$ cat src/hw/rtl/alle_ram.sv
// Generic simple dual port RAM, one write port and one registered read port.
module alle_ram #(
    parameter int WIDTH = 8,
    parameter int DEPTH = 256
) (
    input  logic                     clk,
    input  logic                     we,
    input  logic [$clog2(DEPTH)-1:0] waddr,
    input  logic [WIDTH-1:0]         wdata,
    input  logic                     re,
    input  logic [$clog2(DEPTH)-1:0] raddr,
    output logic [WIDTH-1:0]         rdata
);

    logic [WIDTH-1:0] mem [DEPTH];
    logic [WIDTH-1:0] rdata_reg;

    // Write port
    always_ff @(posedge clk)
    begin
        if (we)
        begin
            mem[waddr] <= wdata;
        end
    end

    // Read port, data held until the next read
    always_ff @(posedge clk)
    begin
        if (re)
        begin
            rdata_reg <= mem[raddr];
        end
    end

    assign rdata = rdata_reg;

endmodule

$ cat config.mk
export PLATFORM = sky130hd
export DESIGN_NAME = alle_ram
export DESIGN_NICKNAME = d
export VERILOG_FILES = /design/src/hw/rtl/alle_ram.sv
export SDC_FILE = /design/constraint.sdc
export NUM_CORES = 2
export LEC_CHECK = 0
export ABC_CLOCK_PERIOD_IN_PS = 2750
export BUFFER_PORTS_ARGS = -buffer_cell sky130_fd_sc_hd__buf_4
export CAP_MARGIN = 20
export CORE_UTILIZATION = 40
export CTS_CLUSTER_DIAMETER = 200
export CTS_CLUSTER_SIZE = 8
export DETAILED_ROUTE_END_ITERATION = 16
export PLACE_DENSITY = 0.67
export SLEW_MARGIN = 25
export SYNTH_ARGS = -nofsm -noshare
export SYNTH_HDL_FRONTEND = slang
export SYNTH_SLANG_ARGS = --single-unit
$ cat constraint.sdc
create_clock -name clk -period 2.75 [get_ports clk]
set_clock_uncertainty 0.2 [all_clocks]
set_input_delay 0.4125 -clock clk [delete_from_list [all_inputs] [get_ports clk]]
set_output_delay 0.4125 -clock clk [all_outputs]
set_load 0.05 [all_outputs]
==> metrics.md <==
| Metric | Value |
|---|---|
| Outcome | completed |
| Post-Route M1 WL | 80100 µm |
| Cts bufs inserted | 306 |
| Max-cap viol count | 0 |
| Antenna violations before repair | 8 |
| Die H | 448 µm |
| Sequential-to-total area share from yosys stat | 77.5% |
| Metal3 WL | 19700 µm |
| Int Power | 56.1 mW |
| Commonest register cell after synthesis | edfxtp_1 |
| CTS tree | built |
| Vias in the first global route | 42900 |
| Setup violators final | 0 |
| Row cnt | 163 |
| Routability cong. | 0.870 |
| Ports | 35 |
| Max clock buf depth | 4 |
| Data arrival time of the critical path | 3.15 ns |
| Synth warnings | 0 |
| Required @ worst endpoint | 3.17 ns |
| Worst-Margin Slew | 0.964 ns |
| Synthesized flop and latch total | 2056 |
| Area growth, synth to finish | 21.4% |
| Type of the worst setup path | register to register |
| Total power | 70.5 mW |
| Vias | 42000 |
| Syn Area/Cell | 21.3 µm² |
| WL met2 | 98100 µm |
| Dpl cells | 6907 |
| Synthesized area | 79600 µm² |
| Synth cell types | 54 |
| PwrDens | 729 nW/µm² |
| First-pass GRT wire length | 298000 µm |
| HP Class | input pin to register |
| Total negative slack | 0 ns |
| Fin cells | 7243 |
| CP startpoint kind | register |
| Final ANT Viol Nets | 0 |
| Post-synth EDFFs | 2056 |
| Pins Over Slew Limit | 0 |
| Fmax | 367 MHz |
| Top-count cell post-synth | edfxtp_1 |
| Clock power share | 45.5% |
| Psw | 14.4 mW |
| Die footprint | 201000 µm² |
| Port Buffer Count | 34 |
| Final net count | 4617 |
| Avg WL per Cell | 28.2 µm |
| H-tree level count | 5 |
| Top-area cell type share of the netlist area | 77.5% |
| Final min period | 2.73 ns |
| Pleak | 31.6 nW |
| Clock Pin Slew Worst Setup and Hold Paths | 0.05 ns |
| Clk root buf | clkbuf_16 |
| Max reg flops | 2048 |
| Worst skew pair latency | 0.92 ns |
| Core area | 198000 µm² |
| Worst rel slew slack | 35.5% |
| Sequential power share | 49.2% |
| Drt drc | 0 |
| Gr usage total | 20.5% |
| Period utilisation layout | 99.2% |
| Sw Share | 20.4% |
| Drt first pass iters | 5 |
| Post-DP HPWL | 132000 µm |
| Final Hold Fails | 0 |
| DR top layer | met4 |
| Top cells by count, synth | 2056 x edfxtp_1, 454 x mux4_2, 282 x nor2_1 |
| Fill cells | 15600 |
| Initial core utilization | 40.3% |
| FFs w/ async S/R, synth | 0% |
| Max VDD drop | 0.000842 V |
| Largest net degree at the start of global routing | 92 |
| DR vias/cell | 5.80 |
| Die W | 448 µm |
| Synth area leader | edfxtp_1 |
| Initial DRC Count | 5258 |
| RSZ-0062 raised after global routing | no |
| Clock Sinks | 2056 |
| Routed wire length | 205000 µm |
| Gr ovfl total | 0 |
| Worst-path maximum fanout | 1 |
| Crit path capture type | register |
| Post-Synthesis Cells | 3733 |
| Logic gate share of total power | 5.3% |
| Net Count, Synth | 3760 |
| Layout cell share with drive strength beyond 1 | 34.1% |
| Synth top area cells | edfxtp_1 78%, mux4_2 13%, mux2i_1 1.7% |
-- through the flow --
stage	instance area (µm²)	util, %	worst slack (ns)	hold slack, ns
after detailed placement	88500	44.8	-0.938	0.610
after floorplan	79600	-	0.0614	0.311
final	96700	48.9	0.0216	0.0508
after CTS	96700	48.9	0.0268	0.00482
after global routing	96700	48.9	0.0134	0.0515
after global placement	88500	44.8	-0.956	0.610
-- power groups by stage --
stage / Combinational [mW] / Clock [mW] / Sequential, mW
floorplan: 1.68 / 0 / 35.3
global placement: 3.67 / 0 / 35.3
detailed placement: 3.71 / 0 / 35.3
CTS: 3.76 / 32.5 / 34.7
global route: 3.93 / 33.8 / 34.7
finish: 3.75 / 32.1 / 34.7
-- layout by cell type (no fill, tap or decap), drive strengths merged, types with 12 or more instances in the layout --
cell type / n
a211oi: 16
a21oi: 96
a221oi: 14
a22oi: 133
buf: 763
clkbuf: 320
dlygate4sd3: 15
edfxtp: 2056
mux2i: 134
mux4: 456
nand2: 33
nand3: 34
nor2: 282
nor2b: 31
nor3: 22
nor4: 27
o21ai: 12
o221ai: 47
o22ai: 28
-- worst max-delay path: stages (launching register included) --
cell and delay (ns):
edfxtp_1 0.37, mux4_2 0.52, mux4_2 0.49, nor2b_1 0.20
nor4_4 0.41, buf_4 0.19, nor4_2 0.04
-- timing repair --
item	4_1_cts	5_1_grt
endpoints found under the hold margin	652	0
setup buffers	0	0
pin swaps	0	1
endpoints found under the setup margin	3	4
gates resized for setup	7	5
hold buffers	15	0
-- logic make-up (layout without fill, tap and decap cells) --
kind of cell,count (synthesis),after routing,share of synthesized area (%)
other,0,2,0
AO/OA/AOI/OAI,385,385,3.42
AND/OR/NAND/NOR,466,466,2.63
flip-flops,2056,2056,77.5
multiplexers,591,591,14.6
buffers and inverters,235,1103,1.83
-- layout make-up --
type	instances	area, µm²	share of cell area [%]
inverters	2	7.51	0.00776
clock inverters	3	33.8	0.0349
diodes	2	5.00	0.00518
multi-input cells	1442	16500	17.1
well taps	2640	3300	3.42
repair buffers	782	7170	7.41
flip-flops and latches	2056	61700	63.8
clock buffers	316	7910	8.18
-- layer usage --
metal / track usage, % / up-vias
met1: 28.3 / 22100
met2: 32.5 / 2256
met4: 6.83 / 0
met5: 0 / -
met3: 4.14 / 376
li1: - / 17300
-- worst paths after layout --
path                            startpoint          end  slack [ns]  cells past startpoint
worst max-delay path            mem[82][0]     rdata[0]        0.02                      6
worst min-delay path              waddr[6]  mem[219][6]        0.05                      4
worst max register to register  mem[82][0]     rdata[0]        0.02                      6
worst min register to register  mem[41][3]     rdata[3]        0.98                      7
No activity file was read; power rests on OpenSTA's default activity.
